--- src/design/ivs_pkg.sv ---
package ivs_pkg;

   localparam int DEPTH = 32;
   localparam int SLOT_W = (DEPTH > 2) ? $clog2(DEPTH) : 1;
   localparam int CNT_W = $clog2(DEPTH + 1);
   localparam int RW = ((CNT_W > 7) ? CNT_W : 7) + 2;
   localparam int DEPTH_W = 6;

   typedef enum logic [3:0] {
      OP_PUSH_NIL  = 4'd0,
      OP_PUSH_INT  = 4'd1,
      OP_PUSH_UNS  = 4'd2,
      OP_READ      = 4'd3,
      OP_SET_TOP   = 4'd4,
      OP_PUSH_COPY = 4'd5,
      OP_REMOVE    = 4'd6,
      OP_INSERT    = 4'd7,
      OP_REPLACE   = 4'd8,
      OP_COPY      = 4'd9
   } op_type;

   localparam logic [1:0] ST_DONE     = 2'd0;
   localparam logic [1:0] ST_FULL     = 2'd1;
   localparam logic [1:0] ST_BADPOS   = 2'd2;
   localparam logic [1:0] ST_NOCHANGE = 2'd3;

   localparam logic [2:0] KIND_EMPTY   = 3'd0;
   localparam logic [2:0] KIND_NIL     = 3'd1;
   localparam logic [2:0] KIND_NUMBER  = 3'd3;
   localparam logic [2:0] KIND_INTEGER = 3'd4;

   typedef enum logic [2:0] {
      CMD_NONE,
      CMD_WRITE,
      CMD_SET_TOP,
      CMD_REMOVE,
      CMD_INSERT
   } cell_cmd_type;

   typedef struct packed {
      cell_cmd_type     cmd;
      logic [CNT_W-1:0] a_idx;
      logic             clr_en;
      logic [CNT_W-1:0] top;
      logic [CNT_W-1:0] ntop;
      logic [2:0]       wkind;
      logic [63:0]      wvalue;
   } cell_ctl_type;

   typedef struct packed {
      logic [1:0]  status;
      logic [2:0]  kind;
      logic [63:0] data;
   } result_type;

endpackage

--- src/design/ivs_ctrl.sv ---
module ivs_ctrl (
   input  logic                        clock,
   input  logic                        reset,
   input  logic                        exec,
   input  logic [3:0]                  operation,
   input  logic signed [6:0]           position,
   input  logic signed [6:0]           second_position,
   input  logic [63:0]                 push_data,
   input  logic [2:0]                  rd_kind,
   input  logic [63:0]                 rd_value,
   output logic [ivs_pkg::SLOT_W-1:0]  rd_idx,
   output ivs_pkg::cell_ctl_type       ctl,
   output ivs_pkg::result_type         res,
   output logic [ivs_pkg::CNT_W-1:0]   top_next
);
   import ivs_pkg::*;

   logic [CNT_W-1:0]  top_ff, top_in, topm1, nt;
   logic signed [RW-1:0] pe, qe, top_s, sp, sq, cl;
   logic p_occ, q_occ, full, rd_ok;
   op_type op;
   cell_ctl_type c;

   assign op = op_type'(operation);
   assign topm1 = top_ff - 1'b1;
   assign pe = {{(RW-7){position[6]}}, position};
   assign qe = {{(RW-7){second_position[6]}}, second_position};
   assign top_s = signed'({{(RW-CNT_W){1'b0}}, top_ff});
   assign sp = (pe > 0) ? pe - RW'(1) : pe + top_s;
   assign sq = (qe > 0) ? qe - RW'(1) : qe + top_s;
   assign p_occ = (pe != 0) && (sp >= 0) && (sp < top_s);
   assign q_occ = (qe != 0) && (sq >= 0) && (sq < top_s);
   assign rd_ok = (pe != 0) && (sp >= 0) && (sp < RW'(DEPTH));
   assign full = (top_ff == CNT_W'(DEPTH));
   assign cl = (sp < 0) ? '0 : ((sp > RW'(DEPTH - 1)) ? RW'(DEPTH - 1) : sp);
   assign nt = (pe == 0) ? '0 : (cl[CNT_W-1:0] + 1'b1);
   assign rd_idx = (op == OP_INSERT || op == OP_REPLACE) ? topm1[SLOT_W-1:0]
                                                         : sp[SLOT_W-1:0];

   always_comb begin
      c.cmd = CMD_NONE;
      c.a_idx = top_ff;
      c.clr_en = 1'b0;
      c.top = top_ff;
      c.ntop = nt;
      c.wkind = rd_kind;
      c.wvalue = rd_value;
      res.status = ST_DONE;
      res.kind = KIND_EMPTY;
      res.data = '0;
      top_in = top_ff;
      case (op)
         OP_PUSH_NIL, OP_PUSH_INT, OP_PUSH_UNS: begin
            if (full) begin
               res.status = ST_FULL;
            end else begin
               c.cmd = CMD_WRITE;
               top_in = top_ff + 1'b1;
               if (op == OP_PUSH_NIL) begin
                  c.wkind = KIND_NIL;
                  c.wvalue = '0;
               end else if (op == OP_PUSH_INT) begin
                  c.wkind = KIND_INTEGER;
                  c.wvalue = push_data;
               end else begin
                  c.wkind = KIND_NUMBER;
                  c.wvalue = {32'd0, push_data[31:0]};
               end
            end
         end
         OP_READ: begin
            if (rd_ok) begin
               res.kind = rd_kind;
               res.data = rd_value;
            end else begin
               res.status = ST_BADPOS;
            end
         end
         OP_SET_TOP: begin
            if (nt == top_ff) begin
               res.status = ST_NOCHANGE;
            end else begin
               c.cmd = CMD_SET_TOP;
               top_in = nt;
            end
         end
         OP_PUSH_COPY: begin
            if (!p_occ) begin
               res.status = ST_BADPOS;
            end else if (full) begin
               res.status = ST_FULL;
            end else begin
               c.cmd = CMD_WRITE;
               top_in = top_ff + 1'b1;
            end
         end
         OP_REMOVE: begin
            if (!p_occ) begin
               res.status = ST_BADPOS;
            end else begin
               c.cmd = CMD_REMOVE;
               c.a_idx = sp[CNT_W-1:0];
               top_in = topm1;
            end
         end
         OP_INSERT, OP_REPLACE: begin
            if (!p_occ) begin
               res.status = ST_BADPOS;
            end else if (sp[CNT_W-1:0] == topm1) begin
               res.status = ST_NOCHANGE;
            end else begin
               c.a_idx = sp[CNT_W-1:0];
               if (op == OP_INSERT) begin
                  c.cmd = CMD_INSERT;
               end else begin
                  c.cmd = CMD_WRITE;
                  c.clr_en = 1'b1;
                  top_in = topm1;
               end
            end
         end
         OP_COPY: begin
            if (position == second_position) begin
               res.status = ST_NOCHANGE;
            end else if (!p_occ || !q_occ) begin
               res.status = ST_BADPOS;
            end else begin
               c.cmd = CMD_WRITE;
               c.a_idx = sq[CNT_W-1:0];
            end
         end
         default: begin
            res.status = ST_NOCHANGE;
         end
      endcase
      if (!exec) begin
         c.cmd = CMD_NONE;
      end
   end

   always_ff @(posedge clock) begin
      if (reset) begin
         top_ff <= '0;
      end else if (exec) begin
         top_ff <= top_in;
      end
   end

   assign ctl = c;
   assign top_next = top_in;

endmodule

--- config.mk ---
export PLATFORM = sky130hd
export DESIGN_NAME = ivs_ctrl
export DESIGN_NICKNAME = d
export VERILOG_FILES = /design/src/design/ivs_pkg.sv /design/src/design/ivs_ctrl.sv
export SDC_FILE = /design/constraint.sdc
export NUM_CORES = 1
export LEC_CHECK = 0
export ABC_CLOCK_PERIOD_IN_PS = 6240
export BUFFER_PORTS_ARGS = -buffer_cell sky130_fd_sc_hd__clkbuf_2
export CELL_PAD_IN_SITES_DETAIL_PLACEMENT = 0
export CELL_PAD_IN_SITES_GLOBAL_PLACEMENT = 1
export CORE_MARGIN = 8
export CORE_UTILIZATION = 27
export CTS_CLUSTER_DIAMETER = 80
export DETAILED_ROUTE_END_ITERATION = 16
export PLACE_DENSITY_LB_ADDON = 0.1
export SETUP_SLACK_MARGIN = 0.02
export SLEW_MARGIN = 5
export SYNTH_ARGS = -nofsm -noshare
export SYNTH_HDL_FRONTEND = slang
export SYNTH_SLANG_ARGS = --single-unit
--- constraint.sdc ---
create_clock -name clock -period 6.24 [get_ports clock]
set_input_delay 0.624 -clock clock [delete_from_list [all_inputs] [get_ports clock]]
set_output_delay 0.624 -clock clock [all_outputs]
set_load 0.005 [all_outputs]
### After elaboration in Yosys (flattened, before gate mapping)

Cells that the tools add are included.

* register bits: 6
* latch bits: 0
* bits in writable memories: 0
* ROM bits: 0
* input bits: 152
* output and inout bits: 169
* word-level logic and storage cells: 89
* memories kept: 0

* add/subtract/negate cells: 7
* $mul: 0
* div/mod/pow operators: 0
* order comparisons: 9
* eq/ne operators: 13
* shifts and indexed selects: 0
* mux-type cells: 44
* bitwise operators: 0
* reduce and logical (&&, ||, !) cells: 15

Operator list (count)
* $mux 67: 6
* $reduce_bool 32->1: 2
* $mux 6: 10
* $logic_not 32->1: 1
* $pmux 6 s5: 1
* $mux 9: 3
* $mux 10: 2
* $ge 9x1->1 const B: 2
* $lt 9x7->1: 2
* $mux 2: 9
* $pmux 3 s6: 1
* $pmux 6 s3: 1
* $add 7x7->8: 2
* $eq 4x3->1 const B: 4
* $sub 7x2->8 const B: 2
* $gt 7x1->1 const B: 2
* $pmux 2 s7: 1
* $add 6x1->6 const B: 2
* $eq 6x6->1: 2
* $gt 9x6->1 const B: 1
* $lt 9x1->1 const B: 1
* $lt 9x7->1 const B: 1
* $eq 4x2->1 const B: 2
* $eq 4x4->1 const B: 2
* other kinds (15): 26

### Depth between registers and ports, before layout

* depth after elaboration: 11
* mapped depth: 26
* gate-level depth less buffers: 22

### Worst setup path before layout

OpenSTA, ideal clock, no wires.

* kind: input port to output port
* start: in position[4]
* end: out res[68] in the netlist's numbering
* arrival time: 4925 ps
* data required time: 5616 ps
* path slack: 691 ps
* cell stages on the path: 21
* buffers on the path: 2
* path through: nor4_1 and2_1 buf_2 clkbuf_1 o21ai_0 ha_1 inv_1 fa_1 and3b_1 or3_4 and2_4 ha_1 a21o_1 a21oi_1 o21a_1 nand3_1 a2111oi_1 a21oi_1 o221ai_1 nand4_1 or2_2

RTL lines
* from (decl): RTL line ivs_ctrl.sv:6 `input logic signed [6:0] position,`
* to (decl): RTL line ivs_ctrl.sv:13 `output ivs_pkg::result_type res,`

### Worst setup path in the final report

* start: in position[6]
* end: out top_next[1] in the netlist's numbering

* longest elaborated chain between the ends: 10
* elaborated cells on any way between the ends: 24
* classes of those cells: 3 x add/sub; 5 x order compare; 2 x eq/ne; 10 x mux; 4 x reduce/logical

RTL lines
* $add 7x7->8 (tied with other cells): RTL line ivs_ctrl.sv:29 `assign sp = (pe > 0) ? pe - RW'(1) : pe + top_s;`
* $mux 9: RTL line ivs_ctrl.sv:29
* $gt 9x6->1: RTL line ivs_ctrl.sv:35 `assign cl = (sp < 0) ? '0 : ((sp > RW'(DEPTH - 1)) ? RW'(DEPTH - 1) : sp);`
* $mux 6 (2 in series): RTL line ivs_ctrl.sv:35
* $add 6x1->6: RTL line ivs_ctrl.sv:36 `assign nt = (pe == 0) ? '0 : (cl[CNT_W-1:0] + 1'b1);`
* $mux 6: RTL line ivs_ctrl.sv:36
* $eq 6x6->1: RTL line ivs_ctrl.sv:80 `if (nt == top_ff) begin`
* $mux 6: RTL line ivs_ctrl.sv:80
* $pmux 6 s5 (*): RTL line ivs_ctrl.sv:52 `case (op)`
* to (decl): RTL line ivs_ctrl.sv:14 `output logic [ivs_pkg::CNT_W-1:0] top_next`

Mark *: on every way between the ends. The rest lies on a longest branch, timed or not.

==> impl_summary.log <==
INFO  metric clock_tree.buffer_depth = 2
INFO  metric setup_viol_count_final = 0
INFO  metric clkTransAtPathRegs = about 30 ps
INFO  metric cts.hold.buffers_added = 0
INFO  metric grt_first_pass_wirelength = roughly 36000 um
INFO  metric crit_cells = 23
INFO  metric biggest_area_contributors_in_the_synthesized_netlist = sky130_fd_sc_hd__and2_1 10%, sky130_fd_sc_hd__nand2_1 9.7%, sky130_fd_sc_hd__ha_1 7.7%
INFO  metric timing.critical_path.buf_inv = 3
INFO  metric avgViaCountPerCell = ~5.1
INFO  metric place_inst = between 1000 and 1500
INFO  metric critPathTopFamily = simple AND/OR/NAND/NOR gates
INFO  metric ir_worst_vdd = ~0.11 mV
INFO  metric critPathCaptureType = output port
INFO  metric avgRoutedWirePerCell = between 20 and 25 um
INFO  metric routed_length_on_met1 = roughly 10000 um
INFO  metric synth-seq-area-share = 0.0273
INFO  metric critPathArrivalTime = 5200 ps
INFO  metric drc = 0
INFO  metric clock-skew-final = slightly above 0.4 ps
INFO  metric worst_setup_path_start_kind = input port
INFO  metric floorplan_die_area = just over 0.02 mm2
INFO  metric route.final.wire_length = 24700 um
INFO  metric grt_antenna_before_repair = 0
INFO  metric largest_net_degree_at_the_start_of_global_routing = 67
INFO  metric drv.max_cap_violation_count = 0
INFO  metric leakage = about 3.4 nW
INFO  metric flip_flop_count_of_the_largest_register_all_copies_and_words_added = 6
INFO  metric layout_top_registers = top_ff: 6 flops
INFO  metric cp_slowest_stage_delay = 510 ps
INFO  metric reg_with_most_ffs = top_ff
INFO  metric critPathCapture = top_next[1]
INFO  metric post-synth-top-area-fraction = 0.104
INFO  metric insertedDiodeCount = 0
INFO  metric timing.critical_path.from = position[6]
INFO  metric report.final.slew_viol_count = 0
INFO  metric number_of_enable_type_register_cells_in_the_synthesized_netlist = 0
INFO  metric layout.nets = 1179
INFO  metric port_buffers = between 300 and 400
INFO  metric top_signal_layer_used = met4
INFO  metric h-tree-depth = 1
INFO  metric std_cell_rows = 46
INFO  metric worstHoldPathType = reg -> reg
INFO  metric clock_tree.root_cell = sky130_fd_sc_hd__clkbuf_16
INFO  metric crit_chain = clkbuf_2 > nor4_2 > and2_2 > o21ai_0 > ha_1 > inv_1 > fa_1 > and2b_1 > o21bai_2 > a21oi_1 > nand2b_1 > nor3_1 > a21oi_1 > ha_2 > and2_1 > a2bb2oi_1 > and4_1 > o2111ai_1 > or3b_4 > a311oi_2 > o21ai_0 > o21a_1 > clkbuf_2
INFO  metric final-hold-violation-count = 0
INFO  metric crit_required = approximately 5600 ps
INFO  metric rsz0062_at_grt = no
INFO  metric r2r_start = top_ff[0]$_SDFFE_PP0P_
INFO  metric rr_worst_depth = 20
INFO  metric transition_time_at_the_pin_with_the_least_slew_margin = 1090 ps
INFO  metric critPathKind = in -> out
INFO  metric slowest_stage = sky130_fd_sc_hd__or3b_4
INFO  metric synth_ff_type = sky130_fd_sc_hd__dfxtp_1
INFO  metric fin_hold_ws = around 720 ps
INFO  metric synthDistinctLibCells = a little under 80
INFO  metric synth.net_count = 880
INFO  metric globalRoute.totalOverflow = 0
INFO  metric wire_length_on_met3 = about 2200 um
INFO  metric instance_count_of_the_mapped_netlist = 699
INFO  metric yosysWarnings = 0
INFO  metric result_of_the_run = completed
INFO  metric fin_tns_setup = 0 ps
INFO  metric nFillCells = roughly 1800
INFO  metric flow.area_growth_from_synthesis = 44.7%
INFO  metric ys_ff_latch = 6
INFO  metric period_share = 0.933
INFO  metric drive_above_1_share = 0.388
INFO  metric async_flop_share = 0
INFO  metric synth_area_leader_cell = sky130_fd_sc_hd__and2_1
INFO  metric floorplan.core_area = approximately 0.016 mm2
INFO  metric fp.dieH = ~140 um
INFO  metric dp_hpwl = around 21000 um
INFO  metric clock_period_minus_final_worst_setup_slack = between 5000 and 6000 ps
INFO  metric post_route_non_filler_standard_cell_count = approximately 1200
INFO  metric vias = around 6200
INFO  metric rr_endpoint = top_ff[0]$_SDFFE_PP0P_
INFO  metric met2RoutedLength = roughly 12000 um
INFO  metric initial_core_util = 0.277
INFO  metric first_pass_iters = 5
INFO  metric numClockSinks = 6
INFO  metric grt_pass1_vias = between 6000 and 7000
INFO  metric cts_tree = built
INFO  metric critical_path_peak_fanout = 8
INFO  metric detail-route-antenna-nets = 0
INFO  metric post_synthesis_cell_area = 0.00440 mm2
INFO  metric numCtsBuffers = 3
INFO  metric most_frequent_cell_after_synthesis = sky130_fd_sc_hd__nand2_1
INFO  metric maxSlewHeadroom = 0.273
INFO  metric timing.reg2reg.setup_slack = 1680 ps
INFO  metric die_x = about 140 um
INFO  metric insertion_delay = about 220 ps
INFO  metric finalWeightedCongestion = ~0.9
INFO  metric synth_commonest_cells = 114 x sky130_fd_sc_hd__nand2_1, 73 x sky130_fd_sc_hd__and2_1, 48 x sky130_fd_sc_hd__nand3_1, 48 x sky130_fd_sc_hd__nor2_1, 43 x sky130_fd_sc_hd__a21oi_1
INFO  metric boundaryPins = between 300 and 400
INFO  metric track_usage = 0.223
INFO  metric drt_iter0_markers = around 540
INFO  metric synthesis.area_per_instance = around 6.3 um2
INFO  metric max_clock_freq = ~170 MHz
INFO  metric powerDensity = between 100 and 150 mW/mm2
final cells by class:
type / count / area [um2] / area share
timing repair buffer: 343 / 1770 / 0.279
inverter: 24 / 90.1 / 0.0142
tap: 216 / 270 / 0.0425
sequential: 6 / 120 / 0.0189
clock buffer: 3 / 75.1 / 0.0118
multi-input combinational: 620 / 4030 / 0.634
metal layers:
metal | track usage | vias up
met5 | 0 | -
met3 | 0.0471 | 33
met1 | 0.283 | 2801
li1 | - | 3100
met2 | 0.380 | 276
met4 | 0.0454 | 0
power by group:
part	switching [mW]	leakage, nW	internal (mW)
logic	0.399	3.31	0.297
clock network	0.0190	0.0370	0.0820
registers	0.00216	0.0490	0.0416
total	0.421	3.39	0.421
cell usage in the layout (no fill, tap or decap), drive strengths merged, types with 9 or more instances in the layout:
master / Yosys / layout
a22o: 34 / 34
o21ai: 32 / 32
buf: 12 / 23
clkbuf: 37 / 323
o21a: 11 / 11
nand2: 114 / 114
a21o: 13 / 13
nand3: 48 / 48
and2: 76 / 76
a21oi: 45 / 45
ha: 27 / 27
inv: 20 / 20
nor3: 12 / 12
nor2: 49 / 49
or2: 9 / 9
xnor2: 21 / 21
tightest hold or removal path: stages (launching register included):
cell,delay (ps)
sky130_fd_sc_hd__dfxtp_1,310
sky130_fd_sc_hd__clkinv_1,50
sky130_fd_sc_hd__buf_4,180
sky130_fd_sc_hd__a221oi_1,110
what timing repair did:
action / 4_1_cts / 5_1_grt
setup buffers: 0 / 0
endpoints found under the setup margin: 0 / 10
gates resized for setup: 0 / 8
hold endpoints to repair: 0 / 0
through the flow:
stage               total power [mW]  area, um2  worst slack, ps  utilization
finish                         0.841       6360              417        0.400
CTS                            0.838       6330              187        0.398
global placement               0.738       6250              277        0.394
global route                   0.922       6360             23.1        0.400
detailed placement             0.732       6250              200        0.394
floorplan                      0.463       4400              691            -
worst min-delay path by stage:
stage,from,end,depth (start not counted)
2_1_floorplan,exec,top_ff[4]$_SDFFE_PP0P_,1
3_3_place_gp,top_ff[4]$_SDFFE_PP0P_,top_ff[4]$_SDFFE_PP0P_,3
3_5_place_dp,top_ff[4]$_SDFFE_PP0P_,top_ff[4]$_SDFFE_PP0P_,3
4_1_cts,top_ff[4]$_SDFFE_PP0P_,top_ff[4]$_SDFFE_PP0P_,3
5_1_grt,top_ff[4]$_SDFFE_PP0P_,top_ff[4]$_SDFFE_PP0P_,3
6_report,top_ff[4]$_SDFFE_PP0P_,top_ff[4]$_SDFFE_PP0P_,3
kinds of logic (layout without fill, tap and decap cells):
kind of cell | after synthesis | in the layout | synth area share
DFF | 6 | 6 | 0.0273
muxes | 4 | 4 | 0.00911
buffers and inverters | 73 | 370 | 0.0672
and+or+nand+nor | 356 | 356 | 0.412
xor gates and xnor gates | 29 | 29 | 0.0658
adders and majority gates | 29 | 29 | 0.0860
AOI/OAI and AO/OA | 202 | 202 | 0.332
Power figures use the tool's default switching activity.
