## src/design/ivs_pkg.sv

```systemverilog
package ivs_pkg;

   localparam int DEPTH = 32;
   localparam int SLOT_W = (DEPTH > 2) ? $clog2(DEPTH) : 1;
   localparam int CNT_W = $clog2(DEPTH + 1);
   localparam int RW = ((CNT_W > 7) ? CNT_W : 7) + 2;
   localparam int DEPTH_W = 6;

   typedef enum logic [3:0] {
      OP_PUSH_NIL  = 4'd0,
      OP_PUSH_INT  = 4'd1,
      OP_PUSH_UNS  = 4'd2,
      OP_READ      = 4'd3,
      OP_SET_TOP   = 4'd4,
      OP_PUSH_COPY = 4'd5,
      OP_REMOVE    = 4'd6,
      OP_INSERT    = 4'd7,
      OP_REPLACE   = 4'd8,
      OP_COPY      = 4'd9
   } op_type;

   localparam logic [1:0] ST_DONE     = 2'd0;
   localparam logic [1:0] ST_FULL     = 2'd1;
   localparam logic [1:0] ST_BADPOS   = 2'd2;
   localparam logic [1:0] ST_NOCHANGE = 2'd3;

   localparam logic [2:0] KIND_EMPTY   = 3'd0;
   localparam logic [2:0] KIND_NIL     = 3'd1;
   localparam logic [2:0] KIND_NUMBER  = 3'd3;
   localparam logic [2:0] KIND_INTEGER = 3'd4;

   typedef enum logic [2:0] {
      CMD_NONE,
      CMD_WRITE,
      CMD_SET_TOP,
      CMD_REMOVE,
      CMD_INSERT
   } cell_cmd_type;

   typedef struct packed {
      cell_cmd_type     cmd;
      logic [CNT_W-1:0] a_idx;
      logic             clr_en;
      logic [CNT_W-1:0] top;
      logic [CNT_W-1:0] ntop;
      logic [2:0]       wkind;
      logic [63:0]      wvalue;
   } cell_ctl_type;

   typedef struct packed {
      logic [1:0]  status;
      logic [2:0]  kind;
      logic [63:0] data;
   } result_type;

endpackage

```

## src/design/ivs_cell.sv

```systemverilog
module ivs_cell (
   input  logic                       clock,
   input  logic                       reset,
   input  logic [ivs_pkg::CNT_W-1:0]  my_idx,
   input  ivs_pkg::cell_ctl_type      ctl,
   input  logic [2:0]                 up_kind,
   input  logic [63:0]                up_value,
   input  logic [2:0]                 dn_kind,
   input  logic [63:0]                dn_value,
   output logic [2:0]                 kind,
   output logic [63:0]                value
);
   import ivs_pkg::*;

   logic [2:0]       kind_ff, kind_in;
   logic [63:0]      value_ff, value_in;
   logic [CNT_W-1:0] idx_p1;

   assign idx_p1 = my_idx + 1'b1;

   always_comb begin
      kind_in = kind_ff;
      value_in = value_ff;
      unique case (ctl.cmd)
         CMD_WRITE: begin
            if (my_idx == ctl.a_idx) begin
               kind_in = ctl.wkind;
               value_in = ctl.wvalue;
            end else if (ctl.clr_en && idx_p1 == ctl.top) begin
               kind_in = KIND_EMPTY;
               value_in = '0;
            end
         end
         CMD_SET_TOP: begin
            if (my_idx >= ctl.top && my_idx < ctl.ntop) begin
               kind_in = KIND_NIL;
               value_in = '0;
            end else if (my_idx >= ctl.ntop && my_idx < ctl.top) begin
               kind_in = KIND_EMPTY;
               value_in = '0;
            end
         end
         CMD_REMOVE: begin
            if (my_idx >= ctl.a_idx && idx_p1 < ctl.top) begin
               kind_in = up_kind;
               value_in = up_value;
            end else if (idx_p1 == ctl.top) begin
               kind_in = KIND_EMPTY;
               value_in = '0;
            end
         end
         CMD_INSERT: begin
            if (my_idx == ctl.a_idx) begin
               kind_in = ctl.wkind;
               value_in = ctl.wvalue;
            end else if (my_idx > ctl.a_idx && my_idx < ctl.top) begin
               kind_in = dn_kind;
               value_in = dn_value;
            end
         end
         default: begin
         end
      endcase
   end

   always_ff @(posedge clock) begin
      if (reset) begin
         kind_ff <= KIND_EMPTY;
         value_ff <= '0;
      end else begin
         kind_ff <= kind_in;
         value_ff <= value_in;
      end
   end

   assign kind = kind_ff;
   assign value = value_ff;

endmodule

```

## config.mk

```make
export PLATFORM = sky130hd
export DESIGN_NAME = ivs_cell
export DESIGN_NICKNAME = d
export VERILOG_FILES = /design/src/design/ivs_pkg.sv /design/src/design/ivs_cell.sv
export SDC_FILE = /design/constraint.sdc
export NUM_CORES = 1
export LEC_CHECK = 0
export BUFFER_PORTS_ARGS = -buffer_cell sky130_fd_sc_hd__buf_2
export CELL_PAD_IN_SITES_DETAIL_PLACEMENT = 0
export CELL_PAD_IN_SITES_GLOBAL_PLACEMENT = 1
export CORE_MARGIN = 2
export CORE_UTILIZATION = 34
export DETAILED_ROUTE_END_ITERATION = 8
export GPL_TIMING_DRIVEN = 0
export PLACE_DENSITY_LB_ADDON = 0.1
export SYNTH_ARGS = -nofsm -noshare
export SYNTH_HDL_FRONTEND = slang
export SYNTH_SLANG_ARGS = --single-unit
```

## constraint.sdc

```tcl
create_clock -name clock -period 5.54 [get_ports clock]
set_clock_uncertainty 0.15 [all_clocks]
set_input_delay 0.831 -clock clock [delete_from_list [all_inputs] [get_ports clock]]
set_output_delay 0.831 -clock clock [all_outputs]
set_load 0.05 [all_outputs]
```

Word level (Yosys, flattened, before mapping)
Index checks and enable logic that the tools add are counted.
Widths: inputs -> output; s select.
{ "op_classes": {"n_addsub": 1, "order_cmp": 7, "n_eq_ne": 10, "muxes": 18, "n_reduce_logical": 7} }
{ "ops": {"columns": ["cell", "count"], "rows": [
  ["$mux 64", 8],
  ["$pmux 64 s4", 1],
  ["$mux 3", 8],
  ["$ge 6x6->1", 3],
  ["$lt 6x6->1", 3],
  ["$eq 6x6->1", 2],
  ["$ne 3x3->1 const B", 4],
  ["$pmux 3 s4", 1],
  ["$add 6x1->6 const B", 1],
  ["$eq 3x2->1 const B", 2],
  ["$gt 6x6->1", 1],
  ["$logic_and 1x1->1", 5],
  ["$reduce_and 5->1", 1],
  ["$reduce_bool 4->1", 1],
  ["$eq 3x1->1 const B", 1],
  ["$eq 3x3->1 const B", 1]
]} }
{ "totals": {"reg_bits": 67, "out_inout_bits": 67, "word_cells": 45} }

Longest topological paths before layout
Gate-level depths: netlist of the first run.
{ "depth": {"ltp_word": 6, "depth_mapped": 12} }

Worst setup path after synthesis of the first run
Ideal clock, no wire load.
{ "synth_path": {"kind": "input to register", "from": "input port my_idx[0] (netlist name)", "to": "register kind_ff[0] (netlist: kind[0])", "setup_ps": 72, "t_arrival_ps": 2827, "path_slack_ps": 2491, "stages": 12, "cell_sequence": "ha_1 > nand3_1 > xnor2_1 > ha_1 > nand3_1 > o311ai_1 > a2111oi_2 > o22ai_1 > o211ai_2 > buf_6 > buf_8 > mux2i_1"} }
{ "synth_via": {"elab_chain_cells": 5} }
{ "synth_lines": {"columns": ["element", "line", "source"], "rows": [
  ["start: declaration", "ivs_cell.sv:4", "input logic [ivs_pkg::CNT_W-1:0] my_idx,"],
  ["$add 6x1->6", "ivs_cell.sv:19", "assign idx_p1 = my_idx + 1'b1;"],
  ["$lt 6x6->1 or $eq 6x6->1 (tied branches)", "ivs_cell.sv:44, ivs_cell.sv:29, ivs_cell.sv:47", null],
  ["$logic_and 1x1->1 (on tied branches)", "ivs_cell.sv:44, ivs_cell.sv:29", null],
  ["$ne 3x3->1 (no line) or $mux 3 (tied branches)", null, null],
  ["$reduce_and 5->1 (no line) or $pmux 3 s4 (tied branches)", null, null],
  ["end signal: assignment", "ivs_cell.sv:71", "kind_ff <= kind_in;"],
  ["end: declaration", "ivs_cell.sv:15", "logic [2:0] kind_ff, kind_in;"]
]} }
Several ways; a longest one is shown, not always the timed one.
A chain may end at the register's enable or synchronous reset.

Worst setup path in the final report of the first run
{ "layout_path": {"from": "input port my_idx[1] (netlist name)", "to": "register value_ff[52] (netlist: value[52])"} }
{ "layout_via": {"elab_chain_cells": 5} }
{ "layout_lines": {"columns": ["element", "line", "source"], "rows": [
  ["$add 6x1->6", "ivs_cell.sv:19", null],
  ["$lt 6x6->1 or $eq 6x6->1 (tied branches)", "ivs_cell.sv:44, ivs_cell.sv:29, ivs_cell.sv:47", null],
  ["$logic_and 1x1->1 (on tied branches)", "ivs_cell.sv:44, ivs_cell.sv:29", null],
  ["$ne 3x3->1 (no line) or $mux 64 (tied branches)", null, null],
  ["$reduce_and 5->1 (no line) or $pmux 64 s4 (tied branches)", null, null],
  ["end signal: assignment", "ivs_cell.sv:72", "value_ff <= value_in;"],
  ["end: declaration", "ivs_cell.sv:16", "logic [63:0] value_ff, value_in;"]
]} }
Several ways; a longest one is shown, not always the timed one.

==> out/qor.yml, run 1 <==
synth:
  syn_inst: 717
  syn_nets: 973
  synth_top_family_by_area: "simple AND/OR/NAND/NOR gates"
  synth_simple_gate_area_share_pct: 31.6
  synthArstFlopShare_pct: 0
  syn-mean-instance-area_um2: 7.80
  synth_fa_ha_area_share_pct: 5.59
  synth_ff_type: "dfxtp_1"
  synth-xor-area-share_pct: 0.626
  synth_area_mm2: 0.00560
  synth_compound_area_share_pct: 18.8
  yosys_warnings: 0
  synthMuxAreaShare_pct: 12.2
  ys_ff_latch: 67
  synth_edf_count: 0
  yosysSeqAreaShare_pct: 24.0
  yosys.cell_types.count: 45
clock_tree:
  ctsResizeCount: 0
  htree_num_levels: 3
  tritoncts: "done"
  clock_path_buffers: 2
  clock_sinks: 67
  clock-root-buffer: "clkbuf_16"
  cts-buffers-inserted: 9
  cts.clk_slew.worst_paths_ns: 0.05
  cts_setup_buffers: 0
  insertion_delay_ns: 0.34
  hold_buffers: 0
global_routing:
  grt_max_degree: 13
  grt_overflow: 0
  grt_pass1_wl_mm: 33.0
  grt_usage_pct: 23.7
  antenna_found_initial: 4
  grt_pass1_vias: 6215
final_layout:
  final_layout_size_suffix_gt1_share_pct: 32.1
  area_growth_pct: 37.4
  multi_input_area_mm2: 0.00385
  nFillCells: 1696
  fin_area_mm2: 0.00769
  fin_nets: 1280
  fin_cells: 1247
  ff_latch_area_mm2: 0.00134
placement:
  place_area_mm2: 0.00735
  port_buffers: 296
  place_congestion: 0.827
  dp_cells: 1229
  hpwl_mm: 16.9
  pre_cts_ws_ns: 1.61
power:
  power_switching_mw: 0.485
  power_mw: 1.58
  p_leak_nw: 3.77
  switching_share_pct: 30.7
  p_clk_share_pct: 41.0
  power_density_mw_per_mm2: 206
  power_frac_seq_pct: 31.6
  internal_power_mw: 1.10
  vdd_drop_max_v: 0.000185
  p_comb_share_pct: 27.4
critical_path:
  worst-setup-path-type: "input port to register"
  max_stage_delay_ns: 0.49
  cp_max_fo: 10
  cp_data_required_time_ns: 5.61
  startpoint_type: "input port"
  slowest_stage: "clkbuf_1"
  cp-end-kind: "register"
  crit_chain: "buf_2 -> ha_1 -> nand3_1 -> xnor2_1 -> ha_1 -> nand3_1 -> a21oi_1 -> o31a_1 -> clkbuf_1 -> clkbuf_1 -> nor4b_1 -> o21bai_1 -> mux2i_1"
  cp.arrival_ns: 3.68
detailed_routing:
  first_iter_violations: 200
  drc: 0
  wirelength_mm: 21.2
  vias: 6238
  routedWlPerCell_um: 17.0
  drtAntennaViolNets: 0
  first_pass_iters: 6
  vias_per_cell: 5.00
floorplanning:
  pin_count: 298
  start_util_pct: 35.0
  rows: 46
  die_y_um: 132
  die-area_mm2: 0.0175
  fp.coreArea_mm2: 0.0160
  die_x_um: 132
sta:
  slew_violations: 0
  fin_crit_sh_pct: 65.3
  final-setup-viol-count: 0
  fin_crit_ns: 3.61
  setup_tns_ns: 0
  rsz0062_at_grt: "false"
  setup_ws_ns: 1.93
  worst_pin_slew_ns: 0.727
  slew_headroom_pct: 51.2
  max_freq_ghz: 0.277
  hold_violations: 0
status:
  status: "completed"
min_path:
  hold_path.class: "register to register"
job:
  maxCapViolCount: 0
## layout by cell type, fill, tap and decap left out, types with 2 or more instances in the layout
| master | count |
|---|---|
| buf_2 | 304 |
| mux2i_1 | 68 |
| buf_1 | 3 |
| dfxtp_1 | 67 |
| a211oi_1 | 4 |
| o21bai_1 | 67 |
| bufinv_16 | 2 |
| nor4b_1 | 66 |
| nor2_1 | 4 |
| nand3b_1 | 2 |
| xnor2_1 | 3 |
| a21o_1 | 3 |
| o21ai_0 | 68 |
| nor2b_1 | 2 |
| buf_4 | 3 |
| nand2b_1 | 73 |
| nand3_1 | 72 |
| buf_8 | 3 |
| nor3_1 | 2 |
| diode_2 | 2 |
| clkinv_4 | 2 |
| ha_1 | 25 |
| a21oi_1 | 9 |
| nand2_1 | 69 |
| clkbuf_16 | 9 |
| clkbuf_8 | 2 |
| and4_1 | 2 |
| inv_1 | 18 |
| clkbuf_1 | 55 |
## Yosys cell counts (2+ instances only)
master,n,area (µm²)
dfxtp_1,67,1340
clkbuf_1,55,206
mux2i_1,68,681
nor2b_1,2,12.5
inv_1,18,67.6
a211oi_1,4,30.0
nand2b_1,73,457
o21bai_1,67,503
a21oi_1,9,45.0
nor4b_1,66,578
nor3_1,2,10.0
xnor2_1,3,26.3
nand3_1,72,360
ha_1,25,313
a21o_1,3,22.5
nand2_1,69,259
buf_8,3,45.0
nand3b_1,2,15.0
and4_1,2,17.5
o21ai_0,68,340
buf_2,8,40.0
nor2_1,4,15.0
buf_4,3,22.5
buf_1,3,11.3
## logic make-up (layout without fill, tap and decap cells)
group	count (synthesis)	after routing
AOI/OAI and AO/OA	164	164
xor gates and xnor gates	4	4
adders and majority gates	25	25
buffers and inverters	91	403
DFF	67	67
muxes	68	68
other	0	2
and+or+nand+nor	298	298
## registers in the layout (all words and copies together), names as in the netlist
signal / flops
value: 64
kind: 3
## layer usage
metal / routed length [µm] / track usage [%]
met1: 9460 / 29.5
met2: 9980 / 40.5
met3: 1390 / 5.96
met4: 369 / 6.87
met5: 13 / 0
## worst max-delay path: cells and delay by family
family	cells	cell delay, ns
buffers and inverters	3	1.08
AOI/OAI and AO/OA	3	0.70
adders and majority gates	2	0.50
and+or+nand+nor	3	0.34
xor gates and xnor gates	1	0.14
muxes	1	0.09
## cell type report
cell class                      instances  share of cell area (%)
Buffer                                 73                    4.38
Clock inverter                          5                    1.11
Antenna cell                            2                  0.0651
Clock buffer                           11                    3.29
Multi-Input combinational cell        559                    50.1
Inverter                               18                   0.879
Sequential cell                        67                    17.4
Tap cell                              216                    3.51
Timing Repair Buffer                  296                    19.3
## path summary, 6_finish.rpt
path | end | from | cells past startpoint | slack (ns)
hold / removal | value[22]$_SDFFE_PP0P_ | value[22]$_SDFFE_PP0P_ | 2 | 0.32
hold reg to reg | value[22]$_SDFFE_PP0P_ | value[22]$_SDFFE_PP0P_ | 2 | 0.32
setup / recovery | value[52]$_SDFFE_PP0P_ | my_idx[1] | 13 | 1.93
setup reg to reg | value[5]$_SDFFE_PP0P_ | value[5]$_SDFFE_PP0P_ | 2 | 4.78
## metrics by stage
step | hold WS (ns) | utilization [%]
6_report | 0.319 | 48.1
3_3_place_gp | 0.307 | 45.9
2_1_floorplan | 0.546 | -
5_1_grt | 0.335 | 48.0
4_1_cts | 0.323 | 48.0
3_5_place_dp | 0.313 | 45.9
## power by group through the flow
stage / combinational (mW) / clock, mW / sequential (mW)
final: 0.434 / 0.648 / 0.499
after global placement: 0.434 / 0 / 0.509
after floorplan: 0.229 / 0 / 0.550
after detailed placement: 0.434 / 0 / 0.510
after global routing: 0.472 / 0.681 / 0.500
after CTS: 0.436 / 0.661 / 0.499
Note: power is estimated with default switching activity, not from simulation.
==> run 2, diff against run 1 <==
--- a/config.mk
+++ b/config.mk
@@ -9,7 +9,7 @@
 export CELL_PAD_IN_SITES_DETAIL_PLACEMENT = 0
 export CELL_PAD_IN_SITES_GLOBAL_PLACEMENT = 1
 export CORE_MARGIN = 2
-export CORE_UTILIZATION = 34
+export CORE_UTILIZATION = 29
 export DETAILED_ROUTE_END_ITERATION = 8
 export GPL_TIMING_DRIVEN = 0
 export PLACE_DENSITY_LB_ADDON = 0.1
==> constraint.sdc (replaced) <==
create_clock -name clock -period 3.3 [get_ports clock]
set_clock_uncertainty 0.15 [all_clocks]
set_input_delay 0.495 -clock clock [delete_from_list [all_inputs] [get_ports clock]]
set_output_delay 0.495 -clock clock [all_outputs]
set_load 0.05 [all_outputs]
==> out/qor.yml, run 2 (synthesized netlist as in run 1, its figures left out) <==
final_layout:
  fin_area_mm2: 0.00768
  final_common_cell: "buf_2"
  final_util_pct: 40.8
  area_growth_pct: 37.2
  largest_register_ffs: 64
  fin_cells: 1293
  fin_nets: 1280
  final_layout_size_suffix_gt1_share_pct: 32.1
  final_cell_mix: "buf_2, nand2b_1, nand3_1, nand2_1"
power:
  vdd_drop_max_v: 0.000223
  p_clk_share_pct: 35.6
  switching_share_pct: 32.9
  power_frac_seq_pct: 34.3
  power_density_mw_per_mm2: 318
  power_switching_mw: 0.805
  internal_power_mw: 1.64
  p_leak_nw: 3.74
  p_comb_share_pct: 30.1
global_routing:
  antenna_found_initial: 6
  grt_pass1_wl_mm: 32.9
  grt_pass1_vias: 6052
  grt_usage_pct: 20.9
  grt_max_degree: 12
  grt_overflow: 0
placement:
  port_buffers: 296
  place_congestion: 0.786
  dp_cells: 1273
  place_area_mm2: 0.00740
  hpwl_mm: 17.6
floorplanning:
  die_x_um: 143
  die-area_mm2: 0.0204
  fp.coreArea_mm2: 0.0188
  rows: 50
  start_util_pct: 29.7
  die_y_um: 143
  pin_count: 298
critical_path:
  startpoint_type: "input port"
  cp.arrival_ns: 3.19
  cp-end-kind: "register"
  regToRegEndpoint: "value[24]$_SDFFE_PP0P_"
  r2r-start: "value[24]$_SDFFE_PP0P_"
  cp_data_required_time_ns: 3.37
  max_stage_delay_ns: 0.39
  cp_max_fo: 10
  slowest_stage: "clkbuf_1"
  reg2reg_slack_ns: 2.55
  worst-setup-path-type: "input port to register"
  crit_chain: "buf_2 -> ha_1 -> nand3_1 -> xnor2_1 -> ha_1 -> nand3_1 -> a21oi_1 -> o31a_1 -> clkbuf_2 -> clkbuf_1 -> nor4b_1 -> o21bai_1 -> mux2i_1"
  r2r_cells: 2
min_path:
  min_from: "value[61]$_SDFFE_PP0P_"
  hold_path.class: "register to register"
  holdPathStages: 2
  min_to: "value[61]$_SDFFE_PP0P_"
clock_tree:
  clock-root-buffer: "clkbuf_16"
  clock_path_buffers: 2
  hold_buffers: 0
  tritoncts: "done"
  insertion_delay_ns: 0.33
  cts.clk_slew.worst_paths_ns: 0.05
  htree_num_levels: 3
  cts-buffers-inserted: 9
  clock_sinks: 67
detailed_routing:
  vias_per_cell: 4.85
  wirelength_mm: 22.3
  vias: 6267
  drc: 0
  first_iter_violations: 178
  routedWlPerCell_um: 17.2
  first_pass_iters: 4
  drtAntennaViolNets: 0
sta:
  slew_violations: 0
  worst_pin_slew_ns: 0.670
  hold_violations: 0
  setup_tns_ns: 0
  fin_crit_sh_pct: 94.6
  final-setup-viol-count: 0
  hold_slack_ns: 0.318
  max_freq_ghz: 0.320
  slew_headroom_pct: 55.0
  rsz0062_at_grt: "false"
  fin_crit_ns: 3.12
job:
  maxCapViolCount: 0
status:
  status: "completed"
==> run 2: critical path: cells and delay by family <==
family                   cells  cell delay (ns)
buffers and inverters        3             0.92
AO/OA/AOI/OAI                3             0.70
adder cells (fa/ha/maj)      2             0.49
AND/OR/NAND/NOR              3             0.35
XOR/XNOR                     1             0.14
multiplexers                 1             0.08
==> run 2: worst max path at each step <==
stage / from / endpoint / depth (start not counted) / slack, ns
global route: my_idx[1] / value[5]$_SDFFE_PP0P_ / 13 / 0.01
floorplan: my_idx[0] / kind[0]$_SDFFE_PP0P_ / 12 / 0.59
finish: my_idx[1] / value[60]$_SDFFE_PP0P_ / 13 / 0.18
CTS: my_idx[1] / value[57]$_SDFFE_PP0P_ / 13 / 0.17
detailed placement: my_idx[1] / value[57]$_SDFFE_PP0P_ / 13 / -0.36
global placement: my_idx[1] / value[62]$_SDFFE_PP0P_ / 13 / -0.38
==> run 2: cell type report <==
type	count	area, µm²
Antenna cell	4	10.0
Buffer	73	339
Clock buffer	11	233
Clock inverter	5	30.0
Fill cell	2051	11200
Inverter	18	67.6
Multi-Input combinational cell	559	3850
Sequential cell	67	1340
Tap cell	260	325
Timing Repair Buffer	296	1480
==> run 2: metrics by stage <==
step / total power, mW / worst slack [ns]
floorplan: 1.31 / 0.587
global placement: 1.60 / -0.377
detailed placement: 1.60 / -0.356
CTS: 2.48 / 0.166
global route: 2.57 / 0.0104
finish: 2.44 / 0.178
==> run 2: per-layer routing <==
metal / part of all wire, % / up-vias / global-route usage [%]
met3: 6.2 / 9 / 5.57
met1: 45 / 2870 / 26.5
met4: 0.34 / 4 / 4.17
met5: 0.12 / - / 0
met2: 48 / 186 / 35.8
li1: - / 3198 / -
==> run 2: repair_timing <==
action,4_1_cts,5_1_grt
resized for setup,1,3
setup buffers,0,0
endpoints found under the setup margin,1,11
==> run 2: power by group through the flow <==
stage | combinational, mW | sequential, mW | clock, mW
3_5_place_dp | 0.740 | 0.856 | 0
3_3_place_gp | 0.743 | 0.855 | 0
5_1_grt | 0.805 | 0.840 | 0.928
6_report | 0.735 | 0.838 | 0.871
4_1_cts | 0.743 | 0.838 | 0.900
2_1_floorplan | 0.385 | 0.924 | 0
